$ cat config.mk
export PLATFORM = sky130hd
export DESIGN_NAME = four_class_priority_queue_wait_stats
export DESIGN_NICKNAME = d
export VERILOG_FILES = /design/src/fcpq_pkg.sv /design/src/four_class_priority_queue_wait_stats.sv
export SDC_FILE = /design/constraint.sdc
export NUM_CORES = 2
export LEC_CHECK = 0
export ABC_AREA = 1
export BUFFER_PORTS_ARGS = -buffer_cell sky130_fd_sc_hd__buf_2
export CAP_MARGIN = 25
export CORE_UTILIZATION = 30
export CTS_BUF_LIST = sky130_fd_sc_hd__clkbuf_4
export CTS_CLUSTER_SIZE = 10
export DETAILED_ROUTE_END_ITERATION = 8
export RECOVER_POWER = 25
export SETUP_SLACK_MARGIN = 0.02
export SYNTH_ARGS = -nofsm -noshare
export SYNTH_HDL_FRONTEND = slang
export SYNTH_SLANG_ARGS = --single-unit
$ cat constraint.sdc
create_clock -name i_clk -period 17.1 [get_ports i_clk]
set_input_delay 4.275 -clock i_clk [delete_from_list [all_inputs] [get_ports i_clk]]
set_output_delay 4.275 -clock i_clk [all_outputs]
set_load 0.005 [all_outputs]
$ cat src/fcpq_pkg.sv
// Shared types and constants for the four-class priority queue with wait statistics.
// No dependencies.
package fcpq_pkg;

    localparam int DEF_QUEUE_DEPTH = 64;
    localparam int DEF_NUM_CLASSES = 4;

    localparam int OUT_CLASSES = 4;
    localparam int STAMP_W     = 11;
    localparam int WAIT_W      = 12;
    localparam int WAITING_W   = 7;
    localparam int COUNT_W     = 16;

    localparam logic [COUNT_W-1:0] COUNT_MAX      = '1;
    localparam logic [STAMP_W-1:0] MINUTES_PER_HR = 11'd60;

    typedef enum logic [1:0] {
        OP_ARRIVE = 2'd0,
        OP_SERVE  = 2'd1,
        OP_REPORT = 2'd2
    } t_op;

    typedef enum logic [2:0] {
        ST_ADDED  = 3'd0,
        ST_SERVED = 3'd1,
        ST_EMPTY  = 3'd2,
        ST_FULL   = 3'd3,
        ST_REPORT = 3'd4
    } t_status;

    typedef enum logic {
        S_IDLE = 1'b0,
        S_POP  = 1'b1
    } t_state;

endpackage

$ cat src/four_class_priority_queue_wait_stats.sv
// Top level: strict-priority queue of arrival stamps per class, with wait statistics.
// Depends on fcpq_pkg.
//
// Usage:
//   Input channel (i_in_valid / o_in_ready) carries op, class, hour and minute.
//   Output channel (o_out_valid / i_out_ready) returns one result per transaction.
//   An accepted transaction first lands in a request register, so the block takes a
//   new transaction while a finished result still waits in the output register.
//   Arrive, report and empty-serve pass from the request register straight into the
//   output register once it is free. A serve with a waiting item first reads the head
//   stamp from the arrival memory (synchronous read), then updates the pointers,
//   counters and maximum wait and registers the result.
//   Sustained rate: one transaction per cycle for arrive/report while i_out_ready stays
//   high; a serve holds its request until the pop completes, so the next one waits.
//   Reset clears occupancy, head pointers, served counts, maximum wait and both
//   handshake stages; the arrival memory is not cleared.
//   When the receiver stalls, the result holds in the output register; one more
//   transaction is buffered, then o_in_ready drops.
module four_class_priority_queue_wait_stats
    import fcpq_pkg::*;
#(
    parameter int QUEUE_DEPTH = DEF_QUEUE_DEPTH,
    parameter int NUM_CLASSES = DEF_NUM_CLASSES
) (
    input  logic                        i_clk,
    input  logic                        i_rst_n,
    input  logic                        i_in_valid,
    output logic                        o_in_ready,
    input  logic [1:0]                  i_op,
    input  logic [1:0]                  i_priority_class,
    input  logic [4:0]                  i_hour,
    input  logic [5:0]                  i_minute,
    output logic                        o_out_valid,
    input  logic                        i_out_ready,
    output logic [2:0]                  o_status,
    output logic signed [WAIT_W-1:0]    o_wait_minutes,
    output logic [1:0]                  o_served_class,
    output logic [WAITING_W-1:0]        o_waiting_emergency,
    output logic [WAITING_W-1:0]        o_waiting_urgent,
    output logic [WAITING_W-1:0]        o_waiting_less_urgent,
    output logic [WAITING_W-1:0]        o_waiting_non_urgent,
    output logic [COUNT_W-1:0]          o_served_emergency,
    output logic [COUNT_W-1:0]          o_served_urgent,
    output logic [COUNT_W-1:0]          o_served_less_urgent,
    output logic [COUNT_W-1:0]          o_served_non_urgent,
    output logic [STAMP_W-1:0]          o_max_wait
);

    localparam int PTR_W       = (QUEUE_DEPTH > 1) ? $clog2(QUEUE_DEPTH) : 1;
    localparam int OCC_W       = $clog2(QUEUE_DEPTH + 1);
    localparam int CI_W        = (NUM_CLASSES > 1) ? $clog2(NUM_CLASSES) : 1;
    localparam int STORE_DEPTH = NUM_CLASSES * QUEUE_DEPTH;
    localparam int ADDR_W      = $clog2(STORE_DEPTH);

    // request register
    logic               r_req_valid, n_req_valid;
    t_op                r_op;
    logic [1:0]         r_cls;
    logic [4:0]         r_hour;
    logic [5:0]         r_minute;

    // queue state
    t_state             r_state, n_state;
    logic [PTR_W-1:0]   r_head [NUM_CLASSES];
    logic [PTR_W-1:0]   n_head [NUM_CLASSES];
    logic [OCC_W-1:0]   r_occ  [NUM_CLASSES];
    logic [OCC_W-1:0]   n_occ  [NUM_CLASSES];
    logic [COUNT_W-1:0] r_cnt  [NUM_CLASSES];
    logic [COUNT_W-1:0] n_cnt  [NUM_CLASSES];
    logic [STAMP_W-1:0] r_max, n_max;
    logic [CI_W-1:0]    r_pop_cls, n_pop_cls;

    // arrival memory
    logic [STAMP_W-1:0] r_store [STORE_DEPTH];
    logic [STAMP_W-1:0] r_rdata;
    logic               mem_we, mem_re;
    logic [ADDR_W-1:0]  mem_addr;

    // output register
    logic                       r_out_valid, n_out_valid;
    t_status                    r_status, n_status;
    logic signed [WAIT_W-1:0]   r_wait, n_wait;
    logic [1:0]                 r_srv_cls, n_srv_cls;
    logic [WAITING_W-1:0]       r_wtg [OUT_CLASSES];
    logic [WAITING_W-1:0]       n_wtg [OUT_CLASSES];
    logic [COUNT_W-1:0]         r_scnt [OUT_CLASSES];
    logic [COUNT_W-1:0]         n_scnt [OUT_CLASSES];
    logic [STAMP_W-1:0]         r_omax, n_omax;

    logic               out_free, req_done, load_out, any_waiting;
    logic [CI_W-1:0]    cls_sel, found;
    logic [STAMP_W-1:0] stamp;
    logic [PTR_W:0]     slot_sum;
    logic [PTR_W-1:0]   slot;
    logic signed [WAIT_W-1:0] pop_wait;

    assign stamp = 11'({6'd0, r_hour} * MINUTES_PER_HR) + {5'd0, r_minute};
    assign out_free = !r_out_valid || i_out_ready;
    assign o_in_ready = !r_req_valid || req_done;

    always_comb begin
        if (int'(r_cls) >= NUM_CLASSES) begin
            cls_sel = CI_W'(NUM_CLASSES - 1);
        end else begin
            cls_sel = CI_W'(r_cls);
        end
        found = '0;
        any_waiting = 1'b0;
        for (int c = NUM_CLASSES - 1; c >= 0; c--) begin
            if (r_occ[c] != '0) begin
                found = CI_W'(c);
                any_waiting = 1'b1;
            end
        end
        slot_sum = {1'b0, r_head[cls_sel]} + (PTR_W + 1)'(r_occ[cls_sel]);
        if (slot_sum >= (PTR_W + 1)'(QUEUE_DEPTH)) begin
            slot = PTR_W'(slot_sum - (PTR_W + 1)'(QUEUE_DEPTH));
        end else begin
            slot = PTR_W'(slot_sum);
        end
        pop_wait = $signed({1'b0, stamp}) - $signed({1'b0, r_rdata});
    end

    always_comb begin
        n_state     = r_state;
        n_head      = r_head;
        n_occ       = r_occ;
        n_cnt       = r_cnt;
        n_max       = r_max;
        n_pop_cls   = r_pop_cls;
        n_out_valid = r_out_valid && !i_out_ready;
        n_status    = r_status;
        n_wait      = r_wait;
        n_srv_cls   = r_srv_cls;
        n_wtg       = r_wtg;
        n_scnt      = r_scnt;
        n_omax      = r_omax;
        req_done    = 1'b0;
        load_out    = 1'b0;
        mem_we      = 1'b0;
        mem_re      = 1'b0;
        mem_addr    = ADDR_W'(cls_sel) * ADDR_W'(QUEUE_DEPTH) + ADDR_W'(slot);

        case (r_state)
            S_IDLE: begin
                if (r_req_valid && out_free) begin
                    n_wait    = '0;
                    n_srv_cls = '0;
                    case (r_op)
                        OP_ARRIVE: begin
                            load_out = 1'b1;
                            if (r_occ[cls_sel] == OCC_W'(QUEUE_DEPTH)) begin
                                n_status = ST_FULL;
                            end else begin
                                mem_we = 1'b1;
                                n_occ[cls_sel] = r_occ[cls_sel] + 1'b1;
                                n_status = ST_ADDED;
                            end
                        end
                        OP_SERVE: begin
                            if (!any_waiting) begin
                                load_out = 1'b1;
                                n_status = ST_EMPTY;
                            end else begin
                                mem_re    = 1'b1;
                                mem_addr  = ADDR_W'(found) * ADDR_W'(QUEUE_DEPTH)
                                          + ADDR_W'(r_head[found]);
                                n_pop_cls = found;
                                n_state   = S_POP;
                            end
                        end
                        default: begin
                            load_out = 1'b1;
                            n_status = ST_REPORT;
                        end
                    endcase
                end
            end
            S_POP: begin
                load_out  = 1'b1;
                n_status  = ST_SERVED;
                n_wait    = pop_wait;
                n_srv_cls = 2'(r_pop_cls);
                if (pop_wait > $signed({1'b0, r_max})) begin
                    n_max = pop_wait[STAMP_W-1:0];
                end
                if (r_head[r_pop_cls] == PTR_W'(QUEUE_DEPTH - 1)) begin
                    n_head[r_pop_cls] = '0;
                end else begin
                    n_head[r_pop_cls] = r_head[r_pop_cls] + 1'b1;
                end
                n_occ[r_pop_cls] = r_occ[r_pop_cls] - 1'b1;
                if (r_cnt[r_pop_cls] != COUNT_MAX) begin
                    n_cnt[r_pop_cls] = r_cnt[r_pop_cls] + 1'b1;
                end
                n_state = S_IDLE;
            end
            default: begin
                n_state = S_IDLE;
            end
        endcase

        if (load_out) begin
            req_done    = 1'b1;
            n_out_valid = 1'b1;
            n_omax      = n_max;
            for (int c = 0; c < OUT_CLASSES; c++) begin
                if (c < NUM_CLASSES) begin
                    n_wtg[c]  = WAITING_W'(n_occ[CI_W'(c)]);
                    n_scnt[c] = n_cnt[CI_W'(c)];
                end else begin
                    n_wtg[c]  = '0;
                    n_scnt[c] = '0;
                end
            end
        end

        n_req_valid = r_req_valid && !req_done;
        if (i_in_valid && o_in_ready) begin
            n_req_valid = 1'b1;
        end
    end

    always_ff @(posedge i_clk) begin
        if (!i_rst_n) begin
            r_state     <= S_IDLE;
            r_req_valid <= 1'b0;
            r_out_valid <= 1'b0;
            r_max       <= '0;
            r_pop_cls   <= '0;
            for (int c = 0; c < NUM_CLASSES; c++) begin
                r_head[c] <= '0;
                r_occ[c]  <= '0;
                r_cnt[c]  <= '0;
            end
        end else begin
            r_state     <= n_state;
            r_req_valid <= n_req_valid;
            r_out_valid <= n_out_valid;
            r_max       <= n_max;
            r_pop_cls   <= n_pop_cls;
            r_head      <= n_head;
            r_occ       <= n_occ;
            r_cnt       <= n_cnt;
        end
    end

    always_ff @(posedge i_clk) begin
        if (i_in_valid && o_in_ready) begin
            r_op     <= t_op'(i_op);
            r_cls    <= i_priority_class;
            r_hour   <= i_hour;
            r_minute <= i_minute;
        end
        r_status  <= n_status;
        r_wait    <= n_wait;
        r_srv_cls <= n_srv_cls;
        r_wtg     <= n_wtg;
        r_scnt    <= n_scnt;
        r_omax    <= n_omax;
    end

    always_ff @(posedge i_clk) begin
        if (mem_we) begin
            r_store[mem_addr] <= stamp;
        end
        if (mem_re) begin
            r_rdata <= r_store[mem_addr];
        end
    end

    assign o_out_valid           = r_out_valid;
    assign o_status              = r_status;
    assign o_wait_minutes        = r_wait;
    assign o_served_class        = r_srv_cls;
    assign o_waiting_emergency   = r_wtg[0];
    assign o_waiting_urgent      = r_wtg[1];
    assign o_waiting_less_urgent = r_wtg[2];
    assign o_waiting_non_urgent  = r_wtg[3];
    assign o_served_emergency    = r_scnt[0];
    assign o_served_urgent       = r_scnt[1];
    assign o_served_less_urgent  = r_scnt[2];
    assign o_served_non_urgent   = r_scnt[3];
    assign o_max_wait            = r_omax;

    // a pop is only started on a class with a live item
    a_pop_nonempty: assert property (@(posedge i_clk) disable iff (!i_rst_n)
        r_state == S_POP |-> r_occ[r_pop_cls] != '0)
        else $error("pop started on empty class");

    // the pop state is never held: idle always follows it
    a_pop_one_cycle: assert property (@(posedge i_clk) disable iff (!i_rst_n)
        r_state == S_POP |=> r_state == S_IDLE)
        else $error("pop state held");

    // maximum wait never falls
    a_max_monotonic: assert property (@(posedge i_clk) disable iff (!i_rst_n)
        $past(i_rst_n) |-> r_max >= $past(r_max))
        else $error("maximum wait decreased");

    // non-serve results carry zero wait and class
    a_nonserve_zero: assert property (@(posedge i_clk) disable iff (!i_rst_n)
        r_out_valid && r_status != ST_SERVED |-> r_wait == '0 && r_srv_cls == '0)
        else $error("wait or class set on non-serve result");

    // occupancy of class zero bounded by the queue depth
    a_occ_bound: assert property (@(posedge i_clk) disable iff (!i_rst_n)
        r_occ[0] <= OCC_W'(QUEUE_DEPTH))
        else $error("occupancy beyond depth");

endmodule
Word-level counts from Yosys, hierarchy flattened
Memories as Yosys holds them, arrays and structs flattened. A register that Yosys moved wholly into a read port is not among the register bits.
Index checks and enable logic that the tools add are counted.

cells by class
  add/subtract/negate cells = 10
  multipliers = 1
  order comparisons = 7
  equal/unequal tests = 8
  muxes and demuxes = 79
  bitwise gates (word level) = 6
  reduce and logical (&&, ||, !) cells = 21

operators by type and width
  operator                                       number
  2-to-1 mux 64 bit                              2
  2-to-1 mux 28 bit                              3
  bitwise mux 64 bit                             1
  bitwise mux 28 bit                             2
  case mux 28 bit (2 select lines)               1
  2-to-1 mux 16 bit                              3
  2-to-1 mux 6 bit                               8
  2-to-1 mux 7 bit                               6
  binary-select mux 6 bit (select 2 bit)         3
  binary-select mux 16 bit (select 2 bit)        1
  demux 16 bit (select 2 bit)                    1
  2-to-1 mux 8 bit                               4
  binary-select mux 7 bit (select 2 bit)         2
  demux 7 bit (select 2 bit)                     2
  nonzero test 7 bit                             4
  bitwise AND 24 bit                             1
  bitwise mux 24 bit                             1
  2-to-1 mux 24 bit                              1
  NOT 24 bit                                     1
  case mux 12 bit (2 select lines)               1
  2-to-1 mux 11 bit                              2
  2-to-1 mux 1 bit                               20
  adder 16 x 1 -> 16 bit, second input constant  1
  adder 8 x 6 -> 8 bit                           2
  35 further kinds                               59

storage, ports and cells
  register bits = 221
  RAM bits = 2816
  bits of input ports = 19
  logic and storage cells = 162
  memories kept = 1

memories
  name     words  bits a word  rd ports  clocked after memory_dff  write ports  RTL line                                    source
  r_store  256    11           1         1                         1            four_class_priority_queue_wait_stats.sv:74  logic [STAMP_W-1:0] r_store [STORE_DEPTH];

Longest topological paths before layout
  word-level depth = 14
  depth in mapped cells = 35
  mapped depth without buffers = 35

Worst setup path after synthesis
No wires, ideal clock.

  path kind = flip-flop to flip-flop
  start point = register r_hour[2]
  end point = register r_max[5]
  arrival = 13.110 ns
  path slack = 3.931 ns
  stages on the path, launching flop included = 30
  path buffers = 1
  period minus slack after synthesis = 13.169 ns
  path through = edfxtp_1 > inv_1 > fa_1 > fa_1 > fa_1 > inv_1 > ha_1 > nand2_1 > nor2_1 > a211oi_1 > nor2_1 > inv_1 > nor2_1 > xnor2_1 > ha_1 > inv_1 > o21bai_1 > xor2_1 > inv_1 > ha_1 > nand2_1 > inv_1 > nand2_1 > o41ai_1 > inv_1 > nand3_1 > clkbuf_1 > nand2_1 > o21ai_0 > and2_1

on the way
  longest elaborated chain between the ends = 6

ends and longest elaborated chain
  item                            RTL line                                     source
  from (decl)                     four_class_priority_queue_wait_stats.sv:59   logic [4:0] r_hour;
  from (signal assigned)          four_class_priority_queue_wait_stats.sv:252  r_hour <= i_hour;
  multiplier 5 x 4 -> 9 bit       four_class_priority_queue_wait_stats.sv:97   assign stamp = 11'({6'd0, r_hour} * MINUTES_PER_HR) + {5'd0, r_minute};
  adder 11 x 6 -> 11 bit          four_class_priority_queue_wait_stats.sv:97
  via stamp[8]                    four_class_priority_queue_wait_stats.sv:92   logic [STAMP_W-1:0] stamp;
  subtractor 11 x 11 -> 12 bit    four_class_priority_queue_wait_stats.sv:121  pop_wait = $signed({1'b0, stamp}) - $signed({1'b0, r_rdata});
  via pop_wait[9]                 four_class_priority_queue_wait_stats.sv:95   logic signed [WAIT_W-1:0] pop_wait;
  greater-than comparator 12 bit  four_class_priority_queue_wait_stats.sv:184  if (pop_wait > $signed({1'b0, r_max})) begin
  2-to-1 mux 11 bit               four_class_priority_queue_wait_stats.sv:184
  2-to-1 mux 11 bit               four_class_priority_queue_wait_stats.sv:144  case (r_state)
  via n_max[5]                    four_class_priority_queue_wait_stats.sv:70   logic [STAMP_W-1:0] r_max, n_max;
  to (signal assigned)            four_class_priority_queue_wait_stats.sv:240  r_max <= n_max;
  to (decl)                       four_class_priority_queue_wait_stats.sv:70

The timed path passes the listed nets, and every way through them passes these cells.
A chain may end at the register's enable or synchronous reset.

Worst setup path in the final report
  start point = register r_hour[2]
  end point = register r_max[9]

on the way
  longest elaborated chain between the ends = 6

ends and longest elaborated chain
  item                              RTL line
  multiplier 5 x 4 -> 9 bit (*)     four_class_priority_queue_wait_stats.sv:97
  adder 11 x 6 -> 11 bit (*)        four_class_priority_queue_wait_stats.sv:97
  via stamp[6]                      four_class_priority_queue_wait_stats.sv:92
  subtractor 11 x 11 -> 12 bit (*)  four_class_priority_queue_wait_stats.sv:121
  via pop_wait[9]                   four_class_priority_queue_wait_stats.sv:95
  greater-than comparator 12 bit    four_class_priority_queue_wait_stats.sv:184
  2-to-1 mux 11 bit (*)             four_class_priority_queue_wait_stats.sv:184
  2-to-1 mux 11 bit (*)             four_class_priority_queue_wait_stats.sv:144
  via n_max[9]                      four_class_priority_queue_wait_stats.sv:70

The timed path passes the listed nets; every way through them passes the cells marked *.

==> results.tsv <==
metric	value	unit
synth-seq-cells	3048	
cp_num_buf_inv	7	
ys_types	55	
ys_seq_area_share	68.57	%
cp_slowest_stage_delay	3.11	ns
hold_class	flop to flop	
rsz0062_at_grt	false	
cp.depth	30	
tritoncts	built	
worstSetupEndpointType	flop	
synth_ff_type	edfxtp_1	
relSlewSlack	-209.2	%
synthCells	13065	
rr_endpoint	r_max[9]	
nFillCells	43785	
grt_start_max_net_pins	176	
powerDensity	130.7	nW/um^2
cts_buffer_depth	4	
grtUsageTotal	17.00	%
ioPinCount	141	
violations	capacitance limit, slew limit	
drc	0	
ys_async_sr_fraction	0	%
cts_hold_buf	0	
synth_edf_count	2916	
hold_viol	0	
numPortBuffers	94	
core_area	435400	um^2
layout_common_cells	nand2_1, edfxtp_1, clkbuf_4	
place_hpwl	218500	um
setup-violations-final	0	
rrSetupSlack	5.81	ns
routed_wl	389300	um
vdd_drop_max	0.2918	mV
clkLatencyLatePin	1.61	ns
grt_pass1_vias	91036	
synth.avg_cell_area	10.07	um^2
netlist_area	131600	um^2
skew	0.1793	ns
syn_to_final_growth	13.65	%
cp.arrival	12.72	ns
drive_gt1_share	12.58	%
core.rowCount	242	
drt_iter0_markers	9895	
postCtsSetupBuffers	0	
vias_per_cell	4.760	
pre_cts_ws	6.421	ns
antenna_found_initial	16	
worstRegToRegCells	30	
start_util	30.21	%
setup.worst_path.start	r_hour[2]	
fin_nets	13677	
maxSlewViolCount	1665	
tightest_slew	4.638	ns
crit_fanout	85	
cts_buffers	791	
post_drt_wl_per_cell	19.50	um
finalSetupTns	0	ns
slowest_stage	clkinvlp_2	
clk_pin_slew_worst_paths	0.07	ns
vias	94991	
path_class	flop to flop	
die_h	664.2	um
clock-sinks	3048	
die_area	441200	um^2
worst_slack	5.813	ns
drt-pass1-iter-count	8	
grt_overflow	0	
finalCritPeriodShare	66.00	%
fp.dieW	664.2	um
critPathRequiredTime	18.54	ns
globalplace.congestion	0.8501	
regArea	90210	um^2
layout_commonest_cell	nand2_1	
grt_pass1_wl	578500	um
cts.repair.resized	0	
start_kind	flop	
rr_startpoint	r_hour[2]	
fmax	88.60	MHz
whs	0.4710	ns
multi_input_area	37080	um^2
antenna_left	0	
maxCapViolations	26	
htreeDepth	6	
cp-endpoint	r_max[9]	
root_buffer	clkbuf_4	
period_needed	11.29	ns
status	finished with violations	
critPathTopFamily	adder cells	
power_leakage	61.35	nW
synth_warnings	0	
metrics by stage:
stage / power (mW) / util (%) / std cells / cell area, um^2
3_3_place_gp: 13.21 / 31.63 / 18367 / 137700
4_1_cts: 19.61 / 34.26 / 19899 / 149200
5_1_grt: 20.35 / 34.34 / 19954 / 149500
3_5_place_dp: 13.25 / 31.91 / 18488 / 138900
6_report: 19.55 / 34.34 / 19958 / 149500
2_1_floorplan: 11.97 / - / 13110 / 131700
cell type report:
cell class	count	share of cell area (%)
diodes	6	0.01004
clock buffers	1202	6.035
clock inverters	209	0.8025
inverters	273	0.7004
multi-input cells	9012	24.80
flip-flops and latches	3048	60.33
well taps	5734	4.798
repair buffers	474	2.517
worst min path at each step:
stage                    start    endpoint  slack, ns  cells after the start
finish                r_occ[6]    r_occ[6]       0.47                      2
global route          r_occ[6]    r_occ[6]       0.51                      2
CTS                   r_occ[6]    r_occ[6]       0.48                      2
detailed placement  r_head[11]  r_head[11]       0.47                      2
global placement      r_occ[6]    r_occ[6]       0.45                      2
floorplan             r_occ[6]    r_occ[6]       0.44                      2
tightest hold or removal path, stage by stage (launching register included):
cell,delay [ns]
dfxtp_1,0.31
nand2_1,0.06
a21oi_1,0.06
cells in the mapped netlist, types with 12 or more instances:
master,n,area share [%]
a211oi_1,27,0.15
a21oi_1,164,0.62
a221oi_1,15,0.10
a22oi_1,12,0.068
and2_1,16,0.076
buf_1,70,0.20
buf_2,341,1.3
buf_4,53,0.30
clkbuf_1,306,0.87
dfxtp_1,132,2.0
edfxtp_1,2916,67
ha_1,48,0.46
inv_1,258,0.74
inv_2,14,0.040
nand2_1,7017,20
nand3_1,741,2.8
nor2_1,455,1.3
nor3_1,13,0.049
o211ai_1,13,0.074
o21ai_0,156,0.59
o21ai_1,114,0.43
o22ai_1,37,0.18
xnor2_1,15,0.10
xor2_1,31,0.21
logic make-up (layout without fill, tap and decap cells):
kind of cell / Yosys count / in the layout / synth area share (%)
AOI/OAI and AO/OA: 581 / 581 / 2.510
xor gates and xnor gates: 46 / 46 / 0.3063
adders and majority gates: 58 / 58 / 0.6087
buffers and inverters: 1050 / 2158 / 3.511
DFF: 3048 / 3048 / 68.57
other: 1 / 52 / 0.002851
and+or+nand+nor: 8281 / 8281 / 24.49
per-layer routing:
layer | up-vias | global-route usage [%] | part of all wire (%)
met5 | - | 0 | 0.039
met4 | 20 | 6.134 | 3.3
met3 | 740 | 3.181 | 8.6
met2 | 4123 | 27.34 | 46
met1 | 45416 | 22.88 | 42
li1 | 44692 | - | -
power breakdown:
part           internal [mW]  switching, mW
clock                   3.36           3.02
combinational          0.639           3.08
sequential              9.45         0.0108
state kept, by name (all words and copies together) (netlist names), 12 cells and up:
signal,cells
r_store,2816
o_served_emergency,16
r_cnt,64
r_head,24
o_wait_minutes,12
o_served_urgent,16
r_occ,28
Note: power is estimated with default switching activity, not from simulation.
